## src/rtl/wcst_pkg.sv

```systemverilog
// shared types and constants of the writer change status tracker
package wcst_pkg;

  localparam int unsigned SEQ_W      = 32;
  localparam int unsigned MASK_W     = 64;
  localparam int unsigned WINDOW_DEF = 64;
  localparam logic [SEQ_W-1:0] BASE_RESET = 32'd1;

  typedef enum logic [1:0] {
    CMD_RECEIVED    = 2'd0,
    CMD_IRRELEVANT  = 2'd1,
    CMD_LOST_UPD    = 2'd2,
    CMD_MISSING_UPD = 2'd3
  } cmd_e;

  typedef enum logic [1:0] {
    ST_UNKNOWN  = 2'd0,
    ST_MISSING  = 2'd1,
    ST_RECEIVED = 2'd2,
    ST_LOST     = 2'd3
  } status_e;

  // broadcast from the control to every cell
  typedef struct packed {
    logic             fire;
    cmd_e             cmd;
    logic [SEQ_W-1:0] seq;
    logic [SEQ_W-1:0] base;
    logic [SEQ_W-1:0] off;
  } cell_ctl_t;

endpackage

```

## src/rtl/wcst_cell.sv

```systemverilog
// one window entry: status, relevance and its link in the availability chain
module wcst_cell #(
  parameter int unsigned Index = 0
) (
  input  logic                clk_i,
  input  logic                rst_ni,
  input  wcst_pkg::cell_ctl_t ctl_i,
  input  logic                above_i,
  output logic                above_o,
  output logic                top_o,
  output logic                missing_o,
  output logic                relevant_o
);
  import wcst_pkg::*;

  status_e          status_q, status_d;
  logic             relevant_q, relevant_d;
  logic [SEQ_W-1:0] entry_seq;
  logic             hit;
  logic             below;
  logic             avail;

  assign entry_seq = ctl_i.base + SEQ_W'(Index);
  assign hit       = (ctl_i.off == SEQ_W'(Index));
  assign below     = (entry_seq < ctl_i.seq);

  always_comb begin
    status_d   = status_q;
    relevant_d = relevant_q;
    if (ctl_i.fire) begin
      case (ctl_i.cmd)
        CMD_RECEIVED: begin
          if (hit) status_d = ST_RECEIVED;
        end
        CMD_IRRELEVANT: begin
          if (hit) begin
            status_d   = ST_RECEIVED;
            relevant_d = 1'b0;
          end
        end
        CMD_LOST_UPD: begin
          if ((status_q inside {ST_UNKNOWN, ST_MISSING}) && below) status_d = ST_LOST;
        end
        CMD_MISSING_UPD: begin
          if (status_q == ST_UNKNOWN && (below || entry_seq == ctl_i.seq)) begin
            status_d = ST_MISSING;
          end
        end
        default: ;
      endcase
    end
  end

  always_ff @(posedge clk_i or negedge rst_ni) begin
    if (!rst_ni) begin
      status_q   <= ST_UNKNOWN;
      relevant_q <= 1'b1;
    end else begin
      status_q   <= status_d;
      relevant_q <= relevant_d;
    end
  end

  assign avail      = (status_q inside {ST_RECEIVED, ST_LOST});
  assign above_o    = above_i | avail;
  assign top_o      = avail & ~above_i;
  assign missing_o  = (status_q == ST_MISSING);
  assign relevant_o = relevant_q;

  // an available entry stays received or lost
  a_avail_sticky: assert property (@(posedge clk_i) disable iff (!rst_ni)
    avail |=> (status_q == ST_RECEIVED || status_q == ST_LOST))
    else $error("available entry fell back");

  // an irrelevant entry was always marked received
  a_irrel_received: assert property (@(posedge clk_i) disable iff (!rst_ni)
    !relevant_q |-> status_q == ST_RECEIVED)
    else $error("irrelevant entry not received");

endmodule

```

## config.mk

```make
export PLATFORM = sky130hd
export DESIGN_NAME = wcst_cell
export DESIGN_NICKNAME = d
export VERILOG_FILES = /design/src/rtl/wcst_pkg.sv /design/src/rtl/wcst_cell.sv
export SDC_FILE = /design/constraint.sdc
export NUM_CORES = 1
export LEC_CHECK = 0
export BUFFER_PORTS_ARGS = -buffer_cell sky130_fd_sc_hd__buf_4
export CAP_MARGIN = 10
export CORE_MARGIN = 10
export CORE_UTILIZATION = 33
export DETAILED_ROUTE_END_ITERATION = 10
export PLACE_DENSITY_LB_ADDON = 0.3
export SETUP_SLACK_MARGIN = 0.3
export SLEW_MARGIN = 40
export SYNTH_ARGS = -nofsm -noshare
export SYNTH_HDL_FRONTEND = slang
export SYNTH_SLANG_ARGS = --single-unit
```

## constraint.sdc

```tcl
create_clock -name clk_i -period 0.9 [get_ports clk_i]
set_input_delay 0.09 -clock clk_i [delete_from_list [all_inputs] [get_ports clk_i]]
set_output_delay 0.09 -clock clk_i [all_outputs]
set_load 0.05 [all_outputs]
```

## Word level (Yosys, flattened, before mapping)

Cells that the tools add are included.

| storage, ports and cells | value |
|---|---|
| bits in registers | 3 |
| latch bits | 0 |
| RAM bits | 0 |
| memory bits (read-only) | 0 |
| input bits | 102 |
| output and inout port bits | 4 |
| memories | 0 |

| operators by class | value |
|---|---|
| add/sub/neg operators | 0 |
| multipliers | 0 |
| divide/modulo/power cells | 0 |
| order comparisons | 1 |
| equal/unequal tests | 10 |
| shift-type cells | 0 |
| multiplexer cells | 4 |
| bitwise logic cells | 3 |
| reductions and logical operators | 11 |

Operators with widths:

| kind | count |
|---|---|
| $eq A32 B32 Y1 | 1 |
| $logic_not A32 Y1 | 1 |
| $lt A32 B32 Y1 | 1 |
| $eq A2 B2 Y1 const B | 4 |
| $mux W2 | 3 |
| $pmux W2 S3 | 1 |
| $eq A2 B1 Y1 const B | 2 |
| $logic_not A2 Y1 | 2 |
| $ne A2 B2 Y1 const B | 2 |
| $reduce_and A4 Y1 | 1 |
| $reduce_bool A2 Y1 | 2 |
| $reduce_and A3 Y1 | 1 |
| $logic_and A1 B1 Y1 | 2 |
| $ne A2 B1 Y1 const B | 1 |
| $reduce_or A2 Y1 | 1 |
| $and A1 B1 Y1 | 1 |
| $logic_or A1 B1 Y1 | 1 |
| $not A1 Y1 | 1 |
| $or A1 B1 Y1 | 1 |

## Longest topological paths before layout

| depth | value |
|---|---|
| word-level depth | 5 |
| gate-level depth with buffers | 8 |
| depth with buffers taken out | 8 |

## Worst setup path after synthesis

Ideal clock, no wire load.

| path | value |
|---|---|
| path kind | input-to-reg |
| start point | input port ctl_i[94] (netlist bit) |
| end point | register status_q[1] |
| setup time | 0.131 ns |
| arrival | 1.522 ns |
| required time | 0.769 ns |
| setup slack | -0.753 ns |
| stages on the path | 8 |
| buffers on the path | 0 |
| cell sequence | inv_1 -> ha_1 -> nand4_2 -> nor4_2 -> nand4_1 -> a31oi_1 -> nor4_1 -> or3_1 |

| on the way | value |
|---|---|
| longest elaborated chain between the ends | 5 |
| elaborated cells on any way between the ends | 8 |
| classes of those cells | order compare (1); eq/ne (3); reduce/logical (4) |

Ends and longest elaborated chain:

| item | RTL line | text |
|---|---|---|
| start, declared | wcst_cell.sv:7 | `input wcst_pkg::cell_ctl_t ctl_i,` |
| $lt A32 B32 Y1 or $eq A32 B32 Y1 (tied branches) | wcst_cell.sv:25, wcst_cell.sv:45 |  |
| $logic_or A1 B1 Y1 | wcst_cell.sv:45 | `if (status_q == ST_UNKNOWN && (below \|\| entry_seq == ctl_i.seq)) begin` |
| $logic_and A1 B1 Y1 | wcst_cell.sv:45 |  |
| $ne A2 B2 Y1 (no line) | n/a |  |
| $reduce_and A4 Y1 (no line) * | n/a |  |
| end signal, assigned | wcst_cell.sv:59 | `status_q <= status_d;` |
| end, declared | wcst_cell.sv:16 | `status_e status_q, status_d;` |

Every way passes the cells marked *; elsewhere a longest branch is shown, timed or not.
A chain may end at the register's enable or synchronous reset.

## Final worst setup path

| path | value |
|---|---|
| start point | input port ctl_i[92] (netlist bit) |
| end point | register status_q[1] |

Same word-level chain as after synthesis.

==> flow_summary.toml <==
[sta]
fmax_mhz = 660
setup_violations = 7
skew_ns = 0.00358
setup_slack_ns = -0.615
min_period_ns = 1.52
finalHoldViolCount = 0
maxSlewHeadroom_pct = 83.7
worst_pin_slew_ns = 0.242
finalMaxSlewViolations = 0
finalCritPeriodShare_pct = 168
setup_tns_ns = -2.29
rsz0062_at_grt = "yes"

[yosys]
synth_top_cell_by_area = "ha_1"
synth_top_area_share_pct = 38.3
ys_seq_area_share_pct = 7.30
synthTopCellsByArea = "ha_1 (38%), inv_1 (12%), a21oi_1 (5.3%), dfrtp_1 (4.8%), nor4_1 (4.8%)"
yosysWarnings = 0
synth-edff-count = 0
postSynthRegisterBits = 3
synth_cell_types = 35
synth_area_mm2 = 0.00105
async_reset_ff_share_pct = 100
synth_fp_nets = 275
synth_ff_type = "dfrtp_1"
syn_inst = 141
syn_area_per_cell_um2 = 7.42

[drt]
wl_per_cell_um = 16.3
antenna_left = 0
routed_wl_um = 5120
drc = 0
vias = 1535
drt_pre_antenna_iters = 4
drtIter0Drc = 33
routed_via_density = 4.89

[status]
outcome = "complete, but fails checks"
violations = "setup timing"

[critical_path]
critPathMaxFanout = 2
cp-start-kind = "primary input"
critPathCaptureType = "register"
r2r_setup_slack_ns = -0.33
setup.worst_path.class = "in2reg"
reg2reg_depth = 5
reg2reg_to = "status_q[0]"
arrival_ns = 1.63
required_ns = 1.02
worstReg2RegStart = "status_q[1]"
startpoint = "ctl_i[92]"
endpoint = "status_q[1]"

[place]
routabilityCongestion = 0.733
numPortBuffers = 105
place_area_mm2 = 0.00216
placed_cells = 305
dpl.hpwl_um = 4140

[clocking]
cts.sinks = 3
h-tree-depth = 1
numCtsBuffers = 3
cts_tree = "yes"
clk_pin_slew_worst_paths_ns = 0.04
root_buffer = "clkbuf_4"
hold_buffers = 1
cts_max_path_buffers = 2
clk_latency_ns = 0.24

[finish]
n_antenna_cell = 0
final_nets = 405
drive_gt1_share_pct = 67.0
fin_area_mm2 = 0.00256
fill_cells = 198
synthToLayoutAreaGrowth_pct = 145
finalNonFillerCells = 314

[floorplanning]
fp-row-count = 20
ioPinCount = 106
die_h_um = 76.3
initial_core_util_pct = 34.3
core_area_mm2 = 0.00305
die_w_um = 76.3
fp.dieArea_mm2 = 0.00582

[grt]
grt_pass1_vias = 1769
grt_overflow = 0
grt_antenna_before_repair = 0
grt_max_degree = 4
grt_pass1_wl_um = 8260
grt_usage_pct = 17.0

[pwr]
powerDensity_mw_per_mm2 = 562
leakage_nw = 1.24
ir_drop_uv = 439

[hold_path]
min-delay-path-class = "in2reg"

[flow_run]
cap_violations = 0
## critical path, cell delays in order
cell and delay (ns):
buf_6 0.08, inv_4 0.03, ha_4 0.26, nand4_4 0.12
nor4_4 0.29, nand4_1 0.17, a31oi_2 0.20, nor4_1 0.08
or3_1 0.30
## state kept, by name, summed over array words and instances (netlist names)
name / cells
relevant_o: 1
status_q: 2
## Yosys cell counts, drive strengths merged (5+ instances only)
cell,count
o21ai,5
a21oi,11
ha,32
nand2,10
nand4,7
nor2,5
nor4,9
inv,33
## stage by stage
stage / setup slack [ns] / util [%] / total power (W) / hold slack (ns)
CTS: -0.590 / 81.4 / 0.00141 / -0.00425
finish: -0.615 / 83.9 / 0.00144 / 0.00283
global route: -0.770 / 83.9 / 0.00158 / 0.00208
global placement: -0.935 / 70.8 / 0.000978 / -0.117
detailed placement: -0.968 / 70.8 / 0.00100 / -0.118
floorplan: -0.677 / - / 0.000490 / -0.206
## placed cells by master (no fill, tap or decap), drive strengths merged, types with 2 or more instances in the layout
cell type / instances
buf: 124
nor2: 5
nand2: 10
nor4: 9
nand3: 2
a21oi: 11
nor2b: 2
ha: 32
nor3: 2
o21ai: 5
inv: 33
nand2b: 2
a21o: 2
dfrtp: 2
nand4: 7
clkbuf: 4
## cells by family (layout without fill, tap and decap cells)
kind of cell,Yosys count,in the layout,synth area share [%]
DFF,3,3,7.30
AOI/OAI and AO/OA,26,26,15.2
and+or+nand+nor,46,46,27.0
adders and majority gates,32,32,38.3
buffers and inverters,34,163,12.2
## power by group
part / total, W / switching, W / internal, W
Sequential: 0.000141 / 0.00000284 / 0.000138
Clock: 0.000252 / 0.0000848 / 0.000167
Combinational: 0.00105 / 0.000404 / 0.000642
## final cells by class
cell class | instances | area, µm² | share of cell area [%]
tap | 44 | 55.1 | 2.15
clock buffer | 4 | 26.3 | 1.03
timing repair buffer | 125 | 1050 | 41.2
inverter | 34 | 170 | 6.65
sequential | 3 | 76.3 | 2.98
multi-input combinational | 104 | 1180 | 46.0
## routing by layer
layer	vias to the layer above	GRT usage, %	share of wire [%]
met5	-	0	0
met4	0	3.35	1.1
met3	4	8.02	11
met2	77	33.7	57
met1	693	15.3	32
li1	761	-	-
## worst min-delay path by stage
stage / cells after the start / to / slack [ns] / startpoint
after detailed placement: 1 / status_q[1] / -0.12 / rst_ni
after global placement: 1 / status_q[0] / -0.12 / rst_ni
final: 2 / relevant_o / 0.003 / ctl_i[96]
after global routing: 2 / relevant_o / 0.002 / ctl_i[96]
after floorplan: 0 / status_q[0] / -0.21 / rst_ni
after CTS: 2 / relevant_o / -0.004 / ctl_i[96]
## what timing repair did
item / 4_1_cts / 5_1_grt
pin swaps: 24 / 13
hold endpoints to repair: 4 / 1
buffers inserted: 4 / 0
setup endpoints to repair: 7 / 7
gates resized for setup: 53 / 14
Power figures use the tool's default switching activity.
