[src/rtl/wcst_pkg.sv]
// shared types and constants of the writer change status tracker
package wcst_pkg;

  localparam int unsigned SEQ_W      = 32;
  localparam int unsigned MASK_W     = 64;
  localparam int unsigned WINDOW_DEF = 64;
  localparam logic [SEQ_W-1:0] BASE_RESET = 32'd1;

  typedef enum logic [1:0] {
    CMD_RECEIVED    = 2'd0,
    CMD_IRRELEVANT  = 2'd1,
    CMD_LOST_UPD    = 2'd2,
    CMD_MISSING_UPD = 2'd3
  } cmd_e;

  typedef enum logic [1:0] {
    ST_UNKNOWN  = 2'd0,
    ST_MISSING  = 2'd1,
    ST_RECEIVED = 2'd2,
    ST_LOST     = 2'd3
  } status_e;

  // broadcast from the control to every cell
  typedef struct packed {
    logic             fire;
    cmd_e             cmd;
    logic [SEQ_W-1:0] seq;
    logic [SEQ_W-1:0] base;
    logic [SEQ_W-1:0] off;
  } cell_ctl_t;

endpackage

[src/rtl/wcst_report.sv]
// result register: encodes the highest available entry and holds the masks
module wcst_report #(
  parameter int unsigned Window = wcst_pkg::WINDOW_DEF
) (
  input  logic                         clk_i,
  input  logic                         rst_ni,
  input  logic                         load_i,
  input  logic                         not_found_i,
  input  logic                         any_i,
  input  logic [wcst_pkg::SEQ_W-1:0]   base_i,
  input  logic [Window-1:0]            top_i,
  input  logic [Window-1:0]            miss_i,
  input  logic [Window-1:0]            rel_i,
  input  logic                         out_ready_i,
  output logic                         out_valid_o,
  output logic                         not_found_o,
  output logic                         available_valid_o,
  output logic [wcst_pkg::SEQ_W-1:0]   available_max_o,
  output logic [wcst_pkg::MASK_W-1:0]  missing_mask_o,
  output logic                         has_missing_o,
  output logic [wcst_pkg::MASK_W-1:0]  relevant_mask_o
);
  import wcst_pkg::*;

  localparam int unsigned IdxW = $clog2(Window);

  logic [IdxW-1:0]   top_idx;
  logic [SEQ_W-1:0]  max_d;
  logic [MASK_W-1:0] miss_d, rel_d;
  logic              valid_q;
  logic              not_found_q, any_q, has_missing_q;
  logic [SEQ_W-1:0]  max_q;
  logic [MASK_W-1:0] miss_q, rel_q;

  // one-hot to index
  always_comb begin
    top_idx = '0;
    for (int unsigned i = 0; i < Window; i++) begin
      top_idx = top_idx | (top_i[i] ? IdxW'(i) : '0);
    end
  end

  always_comb begin
    max_d  = any_i ? base_i + SEQ_W'(top_idx) : '0;
    miss_d = '0;
    rel_d  = '0;
    miss_d[Window-1:0] = miss_i;
    rel_d[Window-1:0]  = rel_i;
  end

  always_ff @(posedge clk_i or negedge rst_ni) begin
    if (!rst_ni) begin
      valid_q <= 1'b0;
    end else if (load_i) begin
      valid_q <= 1'b1;
    end else if (out_ready_i) begin
      valid_q <= 1'b0;
    end
  end

  always_ff @(posedge clk_i) begin
    if (load_i) begin
      not_found_q   <= not_found_i;
      any_q         <= any_i;
      max_q         <= max_d;
      miss_q        <= miss_d;
      has_missing_q <= |miss_i;
      rel_q         <= rel_d;
    end
  end

  assign out_valid_o       = valid_q;
  assign not_found_o       = not_found_q;
  assign available_valid_o = any_q;
  assign available_max_o   = max_q;
  assign missing_mask_o    = miss_q;
  assign has_missing_o     = has_missing_q;
  assign relevant_mask_o   = rel_q;

endmodule

[config.mk]
export PLATFORM = sky130hd
export DESIGN_NAME = wcst_report
export DESIGN_NICKNAME = d
export VERILOG_FILES = /design/src/rtl/wcst_pkg.sv /design/src/rtl/wcst_report.sv
export SDC_FILE = /design/constraint.sdc
export NUM_CORES = 1
export LEC_CHECK = 0
export BUFFER_PORTS_ARGS = -buffer_cell sky130_fd_sc_hd__buf_2
export CAP_MARGIN = 20
export CORE_AREA = 4 4 152 154
export DETAILED_ROUTE_END_ITERATION = 12
export DIE_AREA = 0 0 156 158
export MAX_ROUTING_LAYER = met4
export SLEW_MARGIN = 40
export SYNTH_ARGS = -nofsm -noshare
export SYNTH_HDL_FRONTEND = slang
export SYNTH_SLANG_ARGS = --single-unit
[constraint.sdc]
create_clock -name clk_i -period 0.8 [get_ports clk_i]
set_clock_uncertainty 0.05 [all_clocks]
set_input_delay 0.16 -clock clk_i [delete_from_list [all_inputs] [get_ports clk_i]]
set_output_delay 0.16 -clock clk_i [all_outputs]
set_load 0.1 [all_outputs]
# == Word level (Yosys, flattened, before mapping) ==
# Cells that the tools add are included.
# word_totals
register_bits,164
latch_bits,0
ramBits,0
romBits,0
in_bits,230
output_inout_bits,164
mem_count,0
# classes
n_addsub,1
n_mul,0
div,0
magnitude_cmp,0
eq_ne,0
shifts,0
muxes,65
bitwise,62
n_reduce_logical,2
# op_table
cell,count
$mux W6,32
$or A6 B6 Y6,31
$mux W5,16
$or A5 B5 Y5,15
$reduce_or A64 Y1,1
$add A32 B6 Y32,1
$mux W4,8
$or A4 B4 Y4,7
$mux W3,4
$or A3 B3 Y3,3
$or A5 B6 Y6,1
$or A4 B5 Y5,1
$mux W2,2
$or A3 B4 Y4,1
$mux W1,3
$or A2 B3 Y3,1
$or A1 B2 Y2,1
$or A2 B2 Y2,1
$reduce_bool A2 Y1,1

# == Longest topological paths before layout ==
# logic_depth
depth_word,64
depth_mapped,12
depth_no_buf,10

# == Worst setup path before layout ==
# Ideal clock, no wire load.
# synth_path
path_kind,input port to flip-flop
from,in top_i[21]
to,reg max_q[14] (netlist: available_max_o[14]) (data pin)
setup_ns,0.273
arrival_time_ns,2.778
required_time_ns,0.477
slack_ns,-2.301
path_stages,11
path_buffers,2
cell_sequence,or4_1 nor2_1 nand2_1 or3_1 ha_1 fa_1 a21o_1 a31oi_1 clkbuf_1 buf_2 o41ai_1
# synth_via
elab_chain_cells,45
# synth_lines
element,line_no,source
"start, declared",wcst_report.sv:11,"input logic [Window-1:0] top_i,"
$mux W5,wcst_report.sv:39,top_idx = top_idx | (top_i[i] ? IdxW'(i) : '0);
$or A5 B5 Y5 (11 in series),wcst_report.sv:39,
$or A5 B6 Y6,wcst_report.sv:39,
$or A6 B6 Y6 (31 in series),wcst_report.sv:39,
$add A32 B6 Y32,wcst_report.sv:44,max_d = any_i ? base_i + SEQ_W'(top_idx) : '0;
"end signal, assigned",wcst_report.sv:65,max_q <= max_d;
"end, declared",wcst_report.sv:32,logic [SEQ_W-1:0] max_q;
# No other way between the ends.
# A chain may end at the register's enable or synchronous reset.

# == Final worst setup path ==
# layout_path
from,in top_i[42]
to,reg max_q[31] (netlist: available_max_o[31]) (data pin)
# layout_via
elab_chain_cells,24
# layout_lines
element,line_no
$mux W6,wcst_report.sv:39
$or A6 B6 Y6 (22 in series),wcst_report.sv:39
$add A32 B6 Y32,wcst_report.sv:44
# No other way between the ends.

==> load_flow_metrics.sql <==
INSERT INTO impl_metrics (metric_group, metric, value, unit) VALUES
('placement', 'setup_slack_at_placement', '-2.21', 'ns'),
('global_routing', 'globalRoute.totalOverflow', '0', ''),
('run_status', 'failed_checks', 'negative setup slack', ''),
('clock_tree', 'clock-root-buffer', 'clkbuf_16', ''),
('floorplan', 'initial_utilization', '0.297', ''),
('setup_path', 'setup_crit_end_kind', 'flop', ''),
('floorplan', 'number_of_core_rows', '54', ''),
('timing', 'setup_repair_after_global_routing_missed_its_margin', 'true', ''),
('placement', 'place.gp.congestion', '0.895', ''),
('clock_tree', 'tritoncts', 'done', ''),
('yosys', 'mappedNetlistArea', '0.00644', 'sq mm'),
('floorplan', 'floorplan.die_area', '0.0246', 'sq mm'),
('yosys', 'primary_flip_flop_cell_chosen_by_synthesis_mapping', 'edfxtp_1', ''),
('global_routing', 'grt_antenna_before_repair', '3', ''),
('cells_and_area', 'final_net_count', '1279', ''),
('setup_path', 'critPathRequiredTime', '1.01', 'ns'),
('cells_and_area', 'syn2layout_area_growth', '129', '%'),
('global_routing', 'grt_pass1_wl', '39800', 'microns'),
('detailed_routing', 'route.final.wire_length', '28300', 'microns'),
('power_and_ir_drop', 'powerDensity', '1990', 'mW/mm^2'),
('detailed_routing', 'route.antenna.remaining_nets', '0', ''),
('run_status', 'run_status', 'finished with violations', ''),
('timing', 'timing_worst_slew_pin_value', '0.381', 'ns'),
('cells_and_area', 'utilization', '0.678', ''),
('placement', 'port_buffers', '392', ''),
('timing', 'relSlewSlack', '0.744', ''),
('yosys', 'synth_async_reset_ratio', '0.00610', ''),
('detailed_routing', 'wl_per_cell', '21.2', 'microns'),
('cells_and_area', 'drive_gt1_frac', '0.583', ''),
('timing', 'final-hold-violation-count', '0', ''),
('timing', 'timing.final.crit_period', '2.66', 'ns'),
('yosys', 'postSynthRegisterBits', '164', ''),
('power_and_ir_drop', 'power.total', '29.3', 'mW'),
('global_routing', 'groute.usage.overall', '0.223', ''),
('setup_path', 'rr_worst_depth', '1', ''),
('timing', 'number_of_max_slew_violations_in_the_final_report', '0', ''),
('power_and_ir_drop', 'p_clk_frac', '0.277', ''),
('yosys', 'postSynthAreaPerCell', '16.1', 'sq um'),
('detailed_routing', 'drt_iter0_drc', '261', ''),
('power_and_ir_drop', 'power_frac_comb', '0.354', ''),
('clock_tree', 'number_of_buffers_added_by_the_clock_tree_synthesis_step', '17', ''),
('detailed_routing', 'vias', '6451', ''),
('setup_path', 'critical_path_peak_fanout', '8', ''),
('power_and_ir_drop', 'netSwitchingFraction', '0.357', ''),
('floorplan', 'core_region_area', '0.0217', 'sq mm'),
('cells_and_area', 'layout_commonest_cell', 'buf_2', ''),
('setup_path', 'worstPathArrival', '2.87', 'ns'),
('yosys', 'seq_area_frac_synth', '0.764', ''),
('yosys', 'yosys_cell_types', '42', ''),
('yosys', 'synth_enable_flop_cells', '163', ''),
('timing', 'f_max', '377', 'MHz'),
('timing', 'total_of_endpoints_with_negative_setup_slack_in_the_final_report', '201', ''),
('detailed_routing', 'vias_per_cell', '4.82', ''),
('yosys', 'mappedNetlistNets', '638', ''),
('setup_path', 'worst-setup-path-type', 'input pin to flop', ''),
('power_and_ir_drop', 'power_frac_seq', '0.369', ''),
('flow_run', 'cap_violations', '0', ''),
('clock_tree', 'clk_pin_slew', '0.06', 'ns'),
('clock_tree', 'clkSinkCount', '164', ''),
('detailed_routing', 'drc', '0', ''),
('clock_tree', 'clock_latency', '0.41', 'ns'),
('yosys', 'netlist_instances', '401', ''),
('power_and_ir_drop', 'power_report.internal_total', '18.8', 'mW'),
('floorplan', 'fp.dieW', '156', 'microns'),
('worst_hold_path', 'min_path_cells', '2', ''),
('power_and_ir_drop', 'power.static_leakage', '5.98', 'nW'),
('clock_tree', 'cts.path.max_buffers', '2', ''),
('cells_and_area', 'mostFrequentLayoutCells', '212 x buf_2, 173 x buf_12, 163 x edfxtp_1, 114 x dlygate4sd3_1, 104 x buf_4', ''),
('floorplan', 'num_io_pins', '394', ''),
('global_routing', 'maximum_number_of_pins_on_one_net_before_global_route_repair', '34', ''),
('yosys', 'synthesis.yosys.warnings', '0', ''),
('worst_hold_path', 'holdCritPathClass', 'input pin to flop', ''),
('timing', 'fin_setup_tns', '-127.83', 'ns'),
('timing', 'final_min_period_over_clock_period', '3.32', ''),
('power_and_ir_drop', 'p_switching', '10.5', 'mW'),
('clock_tree', 'htree_levels', '4', ''),
('floorplan', 'floorplan.die.height', '158', 'microns'),
('global_routing', 'grt_pass1_vias', '6680', ''),
('setup_path', 'setup.worst_path.start_class', 'input pin', ''),
('detailed_routing', 'drtPass1Iterations', '5', ''),
('power_and_ir_drop', 'ir_drop', '1710', 'uV'),
('placement', 'dp.final_hpwl', '20500', 'microns'),
('timing', 'postLayoutSetupSlackWorst', '-1.86', 'ns');
==> synth_stat cells (all sizes together) (7+ instances only) <==
cell type,instances,share of area
nand4,16,0.017
edfxtp,163,0.76
nand2,19,0.011
mux2i,7,0.011
nor4,34,0.033
nand3,10,0.0078
a21oi,22,0.017
o31ai,13,0.015
nor2,12,0.0070
nor3,8,0.0062
nand2b,10,0.0097
or4,18,0.022
clkbuf,9,0.0052
==> through the flow <==
| step | instances | area (sq um) | hold WS [ns] |
|---|---|---|---|
| 5_1_grt | 1337 | 14700 | -0.0219 |
| 4_1_cts | 1321 | 14300 | -0.0252 |
| 6_report | 1337 | 14700 | 0.000558 |
| 3_3_place_gp | 1172 | 12300 | -0.115 |
| 2_1_floorplan | 401 | 6690 | -0.186 |
| 3_5_place_dp | 1172 | 12300 | -0.106 |
==> logic make-up (layout without fill, tap and decap cells) <==
kind of cell | count (synthesis) | after routing | share of synthesized area
muxes | 7 | 7 | 0.0109
and+or+nand+nor | 148 | 148 | 0.138
xor gates and xnor gates | 4 | 4 | 0.00544
DFF | 164 | 164 | 0.764
AOI/OAI and AO/OA | 55 | 55 | 0.0554
adders and majority gates | 7 | 7 | 0.0148
other | 0 | 3 | 0
buffers and inverters | 16 | 669 | 0.0109
==> worst paths after layout <==
path                       slack [ns]               startpoint                                end
setup / recovery                -1.86                top_i[42]  available_max_o[31]$_SDFFCE_PN0P_
hold / removal                 0.0006               miss_i[25]       missing_mask_o[25]$_DFFE_PP_
setup reg to reg                -0.01  out_valid_o$_DFFE_PN0P_            out_valid_o$_DFFE_PN0P_
hold reg to reg                  0.52  out_valid_o$_DFFE_PN0P_            out_valid_o$_DFFE_PN0P_
max in group asynchronous        0.03                   rst_ni            out_valid_o$_DFFE_PN0P_
min in group asynchronous        0.56                   rst_ni            out_valid_o$_DFFE_PN0P_
==> per-layer routing <==
| metal | up-vias | track usage | wire, microns |
|---|---|---|---|
| li1 | 2965 | - | - |
| met1 | 3140 | 0.215 | 9180 |
| met2 | 297 | 0.421 | 16000 |
| met3 | 49 | 0.0755 | 2490 |
| met4 | 0 | 0.0659 | 675 |
| met5 | - | - | 0 |
==> power by group through the flow <==
stage	Clock (mW)	Sequential [mW]	Combinational (mW)
2_1_floorplan	0	15.5	0.419
5_1_grt	8.69	10.9	10.6
3_3_place_gp	0	11.0	9.50
6_report	8.10	10.8	10.4
4_1_cts	8.23	10.8	10.1
3_5_place_dp	0	11.0	9.57
==> layout make-up <==
type | instances | area, sq um
fillers | 1425 | 6980
repair buffers | 634 | 6820
flip-flops and latches | 164 | 4920
multi-input cells | 221 | 2010
clock buffers | 17 | 425
well taps | 280 | 350
clock inverters | 14 | 154
inverters | 4 | 15.0
diodes | 3 | 7.51
==> flip-flops by register name, indices dropped and copies added, names as in the netlist <==
| signal | count |
|---|---|
| available_valid_o | 1 |
| not_found_o | 1 |
| has_missing_o | 1 |
| out_valid_o | 1 |
| available_max_o | 32 |
| missing_mask_o | 64 |
| relevant_mask_o | 64 |
==> worst max-delay path, stage by stage <==
cell and delay (ns):
buf_6 0.09, or4_4 0.54, nand4b_1 0.22, or3_4 0.45, ha_4 0.28, a211o_1 0.18
a21oi_4 0.10, buf_12 0.15, buf_12 0.14, nor4bb_2 0.33, mux2i_1 0.24
==> repair_timing <==
action,CTS,global route
gates resized for setup,44,65
setup buffers,3,13
hold buffers,115,4
pin swaps,28,36
hold endpoints to repair,125,9
cloned,0,1
setup endpoints to repair,198,203
(Power assumes the default switching activity.)
